[src/rtl/spd_pkg.sv]
// Shared types and constants for the stereo peak decimator.
// No dependencies; used by every module of the block.
`timescale 1ns / 1ps

package spd_pkg;

	localparam int SAMPLE_BITS = 16;
	localparam int CFG_W       = 13;
	localparam int COUNT_W     = 12;
	localparam int INDEX_W     = 32;
	localparam int MAX_GROUP   = 4096;

	typedef logic signed [SAMPLE_BITS-1:0] sample_t;
	typedef logic [SAMPLE_BITS-1:0]        level_t;
	typedef logic [CFG_W-1:0]              group_size_t;
	typedef logic [COUNT_W-1:0]            pair_count_t;
	typedef logic [INDEX_W-1:0]            point_index_t;

	// Start values of the peak trackers: most negative and most positive code
	localparam sample_t POS_PEAK_START = {1'b1, {(SAMPLE_BITS-1){1'b0}}};
	localparam sample_t NEG_PEAK_START = {1'b0, {(SAMPLE_BITS-1){1'b1}}};

	localparam group_size_t GROUP_MIN = group_size_t'(1);
	localparam group_size_t GROUP_MAX = group_size_t'(MAX_GROUP);

	// Control from the group counter to each channel lane
	typedef struct packed {
		logic take;   // a word is accepted this cycle
		logic first;  // it is the first pair of a group
		logic clear;  // the group ends or is dropped after it
	} spd_lane_ctl_t;

	// Peak v mapped to v + 2^(SAMPLE_BITS-1): flip the sign bit
	function automatic level_t to_level(input sample_t v);
		return {~v[SAMPLE_BITS-1], v[SAMPLE_BITS-2:0]};
	endfunction

endpackage

[src/rtl/spd_lane.sv]
// One channel lane: positive and non-positive peak tracking for a group.
// Depends on spd_pkg.
`timescale 1ns / 1ps

module spd_lane (
	input  logic                   clk,
	input  logic                   arst_n,
	input  spd_pkg::spd_lane_ctl_t ctl,
	input  spd_pkg::sample_t       sample,
	output spd_pkg::level_t        level
);

	spd_pkg::sample_t pos_peak_q;
	spd_pkg::sample_t neg_peak_q;
	logic             first_pos_q;

	spd_pkg::sample_t pos_peak_d;
	spd_pkg::sample_t neg_peak_d;
	spd_pkg::sample_t chosen;
	logic             first_pos_d;
	logic             is_pos;

	// Update peaks with the incoming sample and pick the one to report
	always_comb begin
		is_pos      = !sample[spd_pkg::SAMPLE_BITS-1] && (sample != '0);
		first_pos_d = ctl.first ? is_pos : first_pos_q;
		pos_peak_d  = (is_pos && (sample > pos_peak_q)) ? sample : pos_peak_q;
		neg_peak_d  = (!is_pos && (sample < neg_peak_q)) ? sample : neg_peak_q;
		chosen      = first_pos_d ? pos_peak_d : neg_peak_d;
		level       = spd_pkg::to_level(chosen);
	end

	// Peak state; restarts after a group ends or is dropped
	always_ff @(posedge clk or negedge arst_n) begin
		if (!arst_n) begin
			pos_peak_q  <= spd_pkg::POS_PEAK_START;
			neg_peak_q  <= spd_pkg::NEG_PEAK_START;
			first_pos_q <= 1'b0;
		end else if (ctl.take) begin
			if (ctl.clear) begin
				pos_peak_q  <= spd_pkg::POS_PEAK_START;
				neg_peak_q  <= spd_pkg::NEG_PEAK_START;
				first_pos_q <= 1'b0;
			end else begin
				pos_peak_q  <= pos_peak_d;
				neg_peak_q  <= neg_peak_d;
				first_pos_q <= first_pos_d;
			end
		end
	end

endmodule

[src/rtl/spd_out_reg.sv]
// Merge stage: joins the lane levels and the point index into one output word.
// Depends on spd_pkg.
`timescale 1ns / 1ps

module spd_out_reg (
	input  logic                  clk,
	input  logic                  arst_n,
	input  logic                  load,
	input  spd_pkg::point_index_t point_index,
	input  spd_pkg::level_t       left_level,
	input  spd_pkg::level_t       right_level,
	output logic                  m_tvalid,
	input  logic                  m_tready,
	output logic [63:0]           m_tdata
);

	logic        valid_q;
	logic [63:0] data_q;

	// Valid flag: set on load, cleared when the word is taken
	always_ff @(posedge clk or negedge arst_n) begin
		if (!arst_n) begin
			valid_q <= 1'b0;
		end else if (load) begin
			valid_q <= 1'b1;
		end else if (m_tready) begin
			valid_q <= 1'b0;
		end
	end

	// Payload: index low, left then right above it
	always_ff @(posedge clk) begin
		if (load) begin
			data_q <= {right_level, left_level, point_index};
		end
	end

	assign m_tvalid = valid_q;
	assign m_tdata  = data_q;

endmodule

[src/rtl/stereo_peak_decimator_unit.sv]
// Top level of the stereo peak decimator: group counter, two channel lanes,
// output register. Depends on spd_pkg, spd_lane and spd_out_reg.
`timescale 1ns / 1ps

//  channel  | dir | handshake          | payload
//  s_*      | in  | s_tvalid/s_tready  | s_tdata: left_sample, right_sample; s_tlast: end_of_buffer
//  m_*      | out | m_tvalid/m_tready  | m_tdata: point_index, left_level, right_level
//  cfg_*    | in  | cfg_we             | cfg_wdata: pairs_per_point
//
// One pair is taken per cycle while the input is not stalled; a point leaves in the cycle
// after the pair that closes its group. Both lanes update in the same cycle as the accept.
// The input stalls only when a pair would close a group while the output
// register still holds an untaken word. Reset sets group size to 1, clears the
// counter and the point index, and sets the peaks to their start values.

module stereo_peak_decimator_unit (
	input  logic        clk,
	input  logic        arst_n,
	input  logic        s_tvalid,
	output logic        s_tready,
	input  logic [31:0] s_tdata,   // [15:0] left_sample, [31:16] right_sample
	input  logic        s_tlast,   // end_of_buffer
	output logic        m_tvalid,
	input  logic        m_tready,
	output logic [63:0] m_tdata,   // [31:0] point_index, [47:32] left_level,
	                               // [63:48] right_level
	input  logic        cfg_we,
	input  logic [12:0] cfg_wdata  // pairs_per_point
);

	spd_pkg::group_size_t   group_size_q;
	spd_pkg::pair_count_t   pair_count_q;
	spd_pkg::point_index_t  point_index_q;

	spd_pkg::group_size_t   size_eff;
	spd_pkg::spd_lane_ctl_t lane_ctl;
	spd_pkg::level_t        left_level;
	spd_pkg::level_t        right_level;
	logic                   take;
	logic                   group_done;

	// Group size register
	always_ff @(posedge clk or negedge arst_n) begin
		if (!arst_n) begin
			group_size_q <= spd_pkg::GROUP_MIN;
		end else if (cfg_we) begin
			group_size_q <= cfg_wdata;
		end
	end

	// Effective size, end of group, handshake
	always_comb begin
		if (group_size_q == '0) begin
			size_eff = spd_pkg::GROUP_MIN;
		end else if (group_size_q > spd_pkg::GROUP_MAX) begin
			size_eff = spd_pkg::GROUP_MAX;
		end else begin
			size_eff = group_size_q;
		end
		group_done     = ({1'b0, pair_count_q} + spd_pkg::group_size_t'(1)) >= size_eff;
		s_tready       = !group_done || !m_tvalid || m_tready;
		take           = s_tvalid && s_tready;
		lane_ctl.take  = take;
		lane_ctl.first = (pair_count_q == '0);
		lane_ctl.clear = group_done || s_tlast;
	end

	// Pair counter and running point index
	always_ff @(posedge clk or negedge arst_n) begin
		if (!arst_n) begin
			pair_count_q  <= '0;
			point_index_q <= '0;
		end else if (take) begin
			if (group_done) begin
				pair_count_q  <= '0;
				point_index_q <= point_index_q + spd_pkg::point_index_t'(1);
			end else if (s_tlast) begin
				pair_count_q  <= '0;
			end else begin
				pair_count_q  <= pair_count_q + spd_pkg::pair_count_t'(1);
			end
		end
	end

	spd_lane u_lane_left (
		.clk    (clk),
		.arst_n (arst_n),
		.ctl    (lane_ctl),
		.sample (s_tdata[15:0]),
		.level  (left_level)
	);

	spd_lane u_lane_right (
		.clk    (clk),
		.arst_n (arst_n),
		.ctl    (lane_ctl),
		.sample (s_tdata[31:16]),
		.level  (right_level)
	);

	spd_out_reg u_out_reg (
		.clk         (clk),
		.arst_n      (arst_n),
		.load        (take && group_done),
		.point_index (point_index_q),
		.left_level  (left_level),
		.right_level (right_level),
		.m_tvalid    (m_tvalid),
		.m_tready    (m_tready),
		.m_tdata     (m_tdata)
	);

endmodule
[config.mk]
export PLATFORM = sky130hd
export DESIGN_NAME = stereo_peak_decimator_unit
export DESIGN_NICKNAME = d
export VERILOG_FILES = /design/src/rtl/spd_pkg.sv /design/src/rtl/spd_lane.sv /design/src/rtl/spd_out_reg.sv /design/src/rtl/stereo_peak_decimator_unit.sv
export SDC_FILE = /design/constraint.sdc
export NUM_CORES = 1
export LEC_CHECK = 0
export ABC_AREA = 1
export BUFFER_PORTS_ARGS = -buffer_cell sky130_fd_sc_hd__buf_2
export CORE_ASPECT_RATIO = 0.75
export CORE_MARGIN = 2
export CORE_UTILIZATION = 55
export CTS_BUF_LIST = sky130_fd_sc_hd__clkbuf_16
export CTS_CLUSTER_DIAMETER = 40
export DETAILED_ROUTE_END_ITERATION = 7
export PLACE_DENSITY = 0.83
export RECOVER_POWER = 100
export SYNTH_ARGS = -nofsm -noshare
export SYNTH_HDL_FRONTEND = slang
export SYNTH_SLANG_ARGS = --single-unit
[constraint.sdc]
create_clock -name clk -period 8.99 [get_ports clk]
set_input_delay 0.899 -clock clk [delete_from_list [all_inputs] [get_ports clk]]
set_output_delay 0.899 -clock clk [all_outputs]
set_load 0.01 [all_outputs]
==> results.py, run 1 <==
metrics = {
    "critical_path": {
        "timing.rr.start": "pair_count_q[0]$_DFFE_PN0P_",
        "crit_type": "register to register",
        "worstPathRequired_ns": 9.31,
        "critPathMaxFanout": 70,
        "crit_slowest_cell": "clkbuf_1",
        "path_cells": "inv_1 -> nor3_1 -> nand3_1 -> nor2_1 -> nand2_1 -> nor2_1 -> xor2_1 -> inv_1 -> ha_1 -> nand4_1 -> nor2_1 -> o21ai_1 -> nand3_1 -> nand3_1 -> nand2_2 -> clkbuf_1 -> inv_2 -> o21ai_0",
        "end_kind": "register",
        "worstReg2RegEnd": "pair_count_q[3]$_DFFE_PN0P_",
        "start_kind": "register",
        "reg2reg_slack_ns": 2.63,
        "ff2ff_path_depth": 18,
        "arrival_ns": 6.68,
        "slowest_delay_ns": 2.63,
    },
    "drt": {
        "dr.pass1.iters": 6,
        "drt_iter0_drc": 1146,
        "wl_per_cell_um": 16.3,
        "drc_errors": 0,
        "viasPerCell": 5.64,
        "drt-total-wl_um": 29300,
        "num_vias": 10100,
        "ant_nets": 0,
    },
    "synth": {
        "netlist_area_um2": 11500,
        "yosys_warnings": 0,
        "synth_adder_area_share": 0.0852,
        "synth_ff_type": "dfrtp_1",
        "synth_top_family_by_area": "simple AND/OR/NAND/NOR gates",
        "synth.top_cell.area_share": 0.199,
        "synth_edf_count": 64,
        "syn_area_per_cell_um2": 8.19,
        "syn_inst": 1399,
        "synth_xor_xnor_area_share": 0.0313,
        "synth_compound_area_frac": 0.0387,
        "seq_area_frac_synth": 0.442,
        "synth_simple_gate_area_share": 0.311,
        "synth_top_cell_by_area": "dfrtp_1",
        "synthTopCellsByArea": "dfrtp_1 20%, edfxtp_1 17%, nand2_1 15%, ha_1 8.5%, dfstp_2 7.6%",
        "synth.distinct_cells": 43,
        "synthArstFlopShare": 0.660,
        "synthTopCellsByCount": "452 x nand2_1, 185 x inv_1, 98 x nand3_1",
        "synth.area.mux_share": 0.00786,
        "synth_seq_cells": 188,
        "synth_fp_nets": 1528,
        "post-synth-top-count-cell": "nand2_1",
    },
    "grt": {
        "antenna_found_initial": 0,
        "grt_usage": 0.271,
        "grt_max_degree": 92,
        "grt_pass1_vias": 9572,
        "grt_overflow": 0,
        "grt_pass1_wl_um": 47100,
    },
    "job": {
        "max_cap_viol_count": 3,
    },
    "sta": {
        "period_share": 0.707,
        "max_freq_mhz": 157,
        "drv_slew": 170,
        "finalClockSkew_ns": 0.0128,
        "final-setup-viol-count": 0,
        "hold_viol": 0,
        "min_period_ns": 6.36,
        "relSlewSlack": -1.49,
        "tns_ns": 0,
        "grt_setup_unrepaired": "false",
        "tightest_slew_ns": 3.74,
    },
    "clock_tree": {
        "path_clk_slew_ns": 0.07,
        "clock_latency_ns": 0.44,
        "clockBufferDepth": 2,
        "htreeDepth": 4,
        "hold_buffers": 0,
        "root_buffer": "clkbuf_16",
        "clock_sinks": 188,
        "post_cts_buffers": 0,
        "numCtsBuffers": 17,
        "post_cts_resized": 0,
        "cts_tree": "yes",
    },
    "place": {
        "place_hpwl_um": 20200,
        "dp_cells": 1762,
        "gp_congestion": 0.967,
        "portBuffers": 116,
    },
    "cells_and_area": {
        "antenna_cells": 0,
        "fin_nets": 1628,
        "drive_above_1_share": 0.108,
        "areaGrowthSynthToFinish_pct": 10.6,
        "fin_cells": 1794,
        "multi_input_area_um2": 5410,
        "fillCellCount": 1752,
        "seq_area_um2": 5070,
    },
    "hold_path": {
        "holdPathStages": 2,
        "holdPathEnd": "u_lane_left.pos_peak_q[5]$_DFFE_PN0P_",
        "hold_start": "u_lane_left.pos_peak_q[5]$_DFFE_PN0P_",
        "hold_class": "register to register",
    },
    "die": {
        "die_y_um": 129,
        "fp.coreArea_um2": 20300,
        "start_util": 0.564,
        "dieWidth_um": 171,
        "placementRows": 45,
        "boundaryPins": 117,
        "dieArea_um2": 22000,
    },
    "pwr": {
        "pwr_density_cell_nw_per_um2": 207,
        "irDropWorstVdd_mv": 0.113,
        "power_leakage_nw": 6.39,
    },
    "outcome": {
        "status": "complete, but fails checks",
        "violations": "capacitance limit, slew limit",
    },
}
[sequential cells by signal, indices dropped and copies added (netlist names)]
| signal | count |
|---|---|
| u_lane_left.pos_peak_q | 16 |
| u_lane_left.neg_peak_q | 16 |
| point_index_q | 32 |
| u_lane_right.first_pos_q | 1 |
| pair_count_q | 12 |
| u_out_reg.m_tvalid | 1 |
| u_out_reg.m_tdata | 64 |
| u_lane_left.first_pos_q | 1 |
| group_size_q | 13 |
| u_lane_right.neg_peak_q | 16 |
| u_lane_right.pos_peak_q | 16 |
[critical path: cells and delay by family, from the launching register on]
kind / cells / cell delay [ns]
compound gates: 2 / 0.51
xor+xnor: 1 / 0.23
fa+ha+maj: 1 / 0.32
buf+inv: 4 / 3.17
flops: 1 / 0.42
simple gates: 10 / 1.60
[final cells by class]
type / count / share of cell area
inverter: 194 / 0.0578
multi-input combinational: 977 / 0.427
timing repair buffer: 121 / 0.0410
clock inverter: 15 / 0.0135
tap: 282 / 0.0278
sequential: 188 / 0.400
clock buffer: 17 / 0.0336
[worst max-delay path by stage]
stage / from / endpoint / slack (ns) / cells after the start
floorplan: pair_count_q[0]$_DFFE_PN0P_ / u_out_reg.m_tdata[0]$_DFFE_PP_ / 5.32 / 16
global placement: pair_count_q[0]$_DFFE_PN0P_ / point_index_q[19]$_DFFE_PN0P_ / 5.14 / 19
detailed placement: pair_count_q[0]$_DFFE_PN0P_ / point_index_q[18]$_DFFE_PN0P_ / 4.88 / 19
CTS: pair_count_q[0]$_DFFE_PN0P_ / point_index_q[18]$_DFFE_PN0P_ / 4.85 / 19
global route: pair_count_q[0]$_DFFE_PN0P_ / pair_count_q[3]$_DFFE_PN0P_ / 2.22 / 18
finish: pair_count_q[0]$_DFFE_PN0P_ / pair_count_q[3]$_DFFE_PN0P_ / 2.63 / 18
[metrics by stage]
stage / utilization / hold slack [ns] / instance area, um2 / setup slack, ns / total power (W)
finish: 0.623 / 0.482 / 12700 / 2.63 / 0.00263
global route: 0.623 / 0.497 / 12700 / 2.22 / 0.00278
CTS: 0.630 / 0.484 / 12800 / 4.85 / 0.00262
detailed placement: 0.600 / 0.465 / 12200 / 4.88 / 0.00185
global placement: 0.600 / 0.462 / 12200 / 5.14 / 0.00181
floorplan: - / 0.447 / 11500 / 5.32 / 0.00166
[cell usage in the layout, fill, tap and decap left out, types with 3 or more instances in the layout]
master / count
nor4_1: 7
clkbuf_16: 17
nand3_1: 102
nor2_1: 65
nand2_1: 453
nand4_1: 91
ha_1: 78
clkinvlp_4: 4
inv_6: 3
dfstp_2: 33
xor2_1: 34
edfxtp_1: 64
o21ai_0: 31
xnor2_1: 7
dfrtp_1: 91
bufinv_16: 3
nand2_2: 6
inv_1: 186
buf_2: 46
a21oi_1: 34
clkbuf_1: 73
clkinv_1: 4
nor3_1: 18
inv_2: 5
nand3_2: 16
mux2_2: 8
[logic make-up (layout without fill, tap and decap cells)]
kind of cell,after synthesis,after routing
compound gates,78,78
xor+xnor,41,41
fa+ha+maj,78,78
buf+inv,234,347
flops,188,188
mux,8,8
simple gates,772,772
[layer usage]
metal,GRT usage,vias up,wire (um)
met1,0.390,4749,13100
met2,0.423,518,12900
li1,-,4802,-
met3,0.0523,45,2750
met4,0.0709,0,537
met5,0,-,0
[where the power goes]
group          switching [W]  leakage, nW  total, W  internal (W)
logic               0.000523         3.97  0.000761      0.000238
clock network       0.000337        0.279  0.000774      0.000437
registers          0.0000676         2.14   0.00109       0.00102
No activity file was read; power rests on OpenSTA's default activity.
==> run 2, diff against run 1 <==
--- a/config.mk
+++ b/config.mk
@@ -5,7 +5,7 @@
 export SDC_FILE = /design/constraint.sdc
 export NUM_CORES = 1
 export LEC_CHECK = 0
-export ABC_AREA = 1
+export ABC_AREA = 0
 export BUFFER_PORTS_ARGS = -buffer_cell sky130_fd_sc_hd__buf_2
 export CORE_ASPECT_RATIO = 0.75
 export CORE_MARGIN = 2
@@ -13,7 +13,7 @@
 export CTS_BUF_LIST = sky130_fd_sc_hd__clkbuf_16
 export CTS_CLUSTER_DIAMETER = 40
 export DETAILED_ROUTE_END_ITERATION = 7
-export PLACE_DENSITY = 0.83
+export PLACE_DENSITY = 0.84
 export RECOVER_POWER = 100
 export SYNTH_ARGS = -nofsm -noshare
 export SYNTH_HDL_FRONTEND = slang
==> constraint.sdc (replaced) <==
create_clock -name clk -period 6.11 [get_ports clk]
set_input_delay 0.611 -clock clk [delete_from_list [all_inputs] [get_ports clk]]
set_output_delay 0.611 -clock clk [all_outputs]
set_load 0.01 [all_outputs]
==> run 2 against run 1 <==
The run still ends with capacitance limit, slew limit left. Flip-flop and latch count is the same. Via count down 28%. Utilization grew 0.88 points. Fmax rose by 28%.
==> results.py, run 2 <==
metrics = {
    "cells_and_area": {
        "areaGrowthSynthToFinish_pct": 13.2,
        "drive_above_1_share": 0.145,
        "fillCellCount": 1417,
        "final_cell_mix": "91 x dfrtp_1, 89 x inv_1, 78 x ha_1, 68 x clkbuf_1, 64 x edfxtp_1",
        "stdcell_area_um2": 11100,
        "layout_commonest_cell": "dfrtp_1",
        "antenna_cells": 0,
        "largest_reg_flops": 64,
        "fin_nets": 1089,
    },
    "clock_tree": {
        "clock_latency_ns": 0.45,
        "post_cts_buffers": 0,
        "post_cts_resized": 0,
        "clock_sinks": 188,
        "htreeDepth": 4,
        "hold_buffers": 0,
        "root_buffer": "clkbuf_16",
        "clockBufferDepth": 2,
        "numCtsBuffers": 17,
        "path_clk_slew_ns": 0.08,
        "cts_tree": "yes",
    },
    "synth": {
        "synth_fp_nets": 975,
        "synth.distinct_cells": 71,
        "synth.top_cell.area_share": 0.232,
        "synthTopCellsByCount": "91 x dfrtp_1, 88 x inv_1, 78 x ha_1",
        "syn_area_per_cell_um2": 11.6,
        "synthTopCellsByArea": "dfrtp_1 23%, edfxtp_1 20%, ha_1 10%, dfstp_2 8.8%, inv_1 3.4%",
        "post-synth-top-count-cell": "dfrtp_1",
        "netlist_area_um2": 9800,
        "synth_edf_count": 64,
        "synth_ff_type": "dfrtp_1",
        "synth_top_cell_by_area": "dfrtp_1",
        "synth_seq_cells": 188,
        "synthArstFlopShare": 0.660,
        "syn_inst": 846,
        "yosys_warnings": 0,
        "seq_area_frac_synth": 0.517,
    },
    "critical_path": {
        "crit_slowest_cell": "a2bb2oi_1",
        "critPathMaxFanout": 18,
        "slowest_delay_ns": 1.33,
        "crit_type": "register to register",
        "arrival_ns": 5.33,
        "worstPathRequired_ns": 6.47,
        "path_cells": "inv_1 -> ha_1 -> nand4_1 -> or3_1 -> nor4_1 -> nor4_2 -> a2bb2oi_1 -> a21oi_1 -> o22a_1",
        "end_kind": "register",
        "start_kind": "register",
    },
    "drt": {
        "dr_wl_met2_um": 10200,
        "drt-total-wl_um": 21800,
        "drc_errors": 0,
        "met3_length_um": 1490,
        "ant_nets": 0,
        "top_layer_used": "met4",
        "viasPerCell": 5.95,
        "dr.pass1.iters": 5,
        "num_vias": 7234,
        "wl_met1_um": 9820,
        "drt_iter0_drc": 550,
        "wl_per_cell_um": 18.0,
    },
    "place": {
        "pre_cts_ws_ns": 1.89,
        "gp_congestion": 0.883,
        "portBuffers": 116,
        "place_area_um2": 10600,
        "place_hpwl_um": 15000,
    },
    "pwr": {
        "seq_power_share": 0.462,
        "p_sw_w": 0.000918,
        "switching_share": 0.294,
        "power_frac_clock": 0.372,
        "irDropWorstVdd_mv": 0.175,
        "power_w": 0.00312,
        "pwr_density_cell_nw_per_um2": 282,
        "power_leakage_nw": 4.93,
        "intPower_w": 0.00221,
        "p_comb_frac": 0.166,
    },
    "die": {
        "dieWidth_um": 158,
        "start_util": 0.559,
        "boundaryPins": 117,
        "placementRows": 42,
        "dieArea_um2": 18900,
        "fp.coreArea_um2": 17600,
        "die_y_um": 120,
    },
    "grt": {
        "grt_max_degree": 68,
        "grt_usage": 0.243,
        "grt_pass1_vias": 6926,
        "grt_pass1_wl_um": 35800,
        "antenna_found_initial": 0,
        "grt_overflow": 0,
    },
    "outcome": {
        "violations": "capacitance limit, slew limit",
        "status": "complete, but fails checks",
    },
    "sta": {
        "min_period_ns": 4.97,
        "finalClockSkew_ns": 0.0166,
        "drv_slew": 206,
        "timing.final.ws_setup_ns": 1.14,
        "tns_ns": 0,
        "grt_setup_unrepaired": "false",
        "hold_viol": 0,
        "relSlewSlack": -1.07,
        "max_freq_mhz": 201,
        "period_share": 0.813,
        "final-setup-viol-count": 0,
        "tightest_slew_ns": 3.10,
    },
    "hold_path": {
        "hold_class": "primary input to register",
    },
    "job": {
        "max_cap_viol_count": 5,
    },
}
[run 2: per-stage QoR]
stage                     hold WS (ns)  instances  utilization
after CTS                        0.249       1215        0.640
final                            0.388       1215        0.632
after global routing             0.388       1215        0.632
after detailed placement         0.445       1183        0.604
after global placement           0.443       1183        0.604
after floorplan                  0.315        846            -
[run 2: layer usage]
metal | vias up | global-route usage
met5 | - | 0
met4 | 0 | 0.0625
li1 | 3369 | -
met1 | 3580 | 0.347
met3 | 27 | 0.0534
met2 | 258 | 0.377
[run 2: kinds of logic after synthesis]
logic type               after synthesis  synth area share
XOR/XNOR                              41            0.0366
multiplexers                          14            0.0175
AO/OA/AOI/OAI                        204             0.168
flip-flops                           188             0.517
buffers and inverters                115            0.0466
adder cells (fa/ha/maj)               78            0.0996
AND/OR/NAND/NOR                      206             0.115
[run 2: worst max-delay path, delay by kind of cell, from the launching register on]
kind	cells	cell delay [ns]
AOI/OAI and AO/OA	3	2.74
and+or+nand+nor	4	1.25
DFF	1	0.53
adders and majority gates	1	0.29
buffers and inverters	1	0.07
[run 2: path summary, 6_finish.rpt]
kind | cells after the start | slack [ns] | startpoint | to
min reg2reg | 0 | 0.47 | point_index_q[30]$_DFFE_PN0P_ | u_out_reg.m_tdata[30]$_DFFE_PP_
min in group asynchronous | 1 | 1.17 | arst_n | point_index_q[24]$_DFFE_PN0P_
max in group asynchronous | 2 | 2.02 | arst_n | u_lane_right.pos_peak_q[4]$_DFFE_PN0P_
max reg2reg | 9 | 1.14 | u_lane_left.neg_peak_q[14]$_DFFE_PN1P_ | u_lane_left.neg_peak_q[14]$_DFFE_PN1P_
max | 9 | 1.14 | u_lane_left.neg_peak_q[14]$_DFFE_PN1P_ | u_lane_left.neg_peak_q[14]$_DFFE_PN1P_
min | 3 | 0.39 | cfg_wdata[12] | group_size_q[12]$_DFFE_PN0P_
[run 2: final cells by class]
class,count,area (um2),share of cell area
Sequential cell,188,5070,0.457
Inverter,89,334,0.0301
Timing Repair Buffer,121,528,0.0476
Clock buffer,17,425,0.0383
Clock inverter,15,210,0.0189
Multi-Input combinational cell,543,4230,0.381
Tap cell,242,303,0.0273
[run 2: power groups by stage]
stage | registers, W | clock network [W] | logic [W]
2_1_floorplan | 0.00146 | 0 | 0.000371
3_3_place_gp | 0.00147 | 0 | 0.000508
4_1_cts | 0.00144 | 0.00117 | 0.000530
6_report | 0.00144 | 0.00116 | 0.000519
3_5_place_dp | 0.00147 | 0 | 0.000526
5_1_grt | 0.00145 | 0.00123 | 0.000577
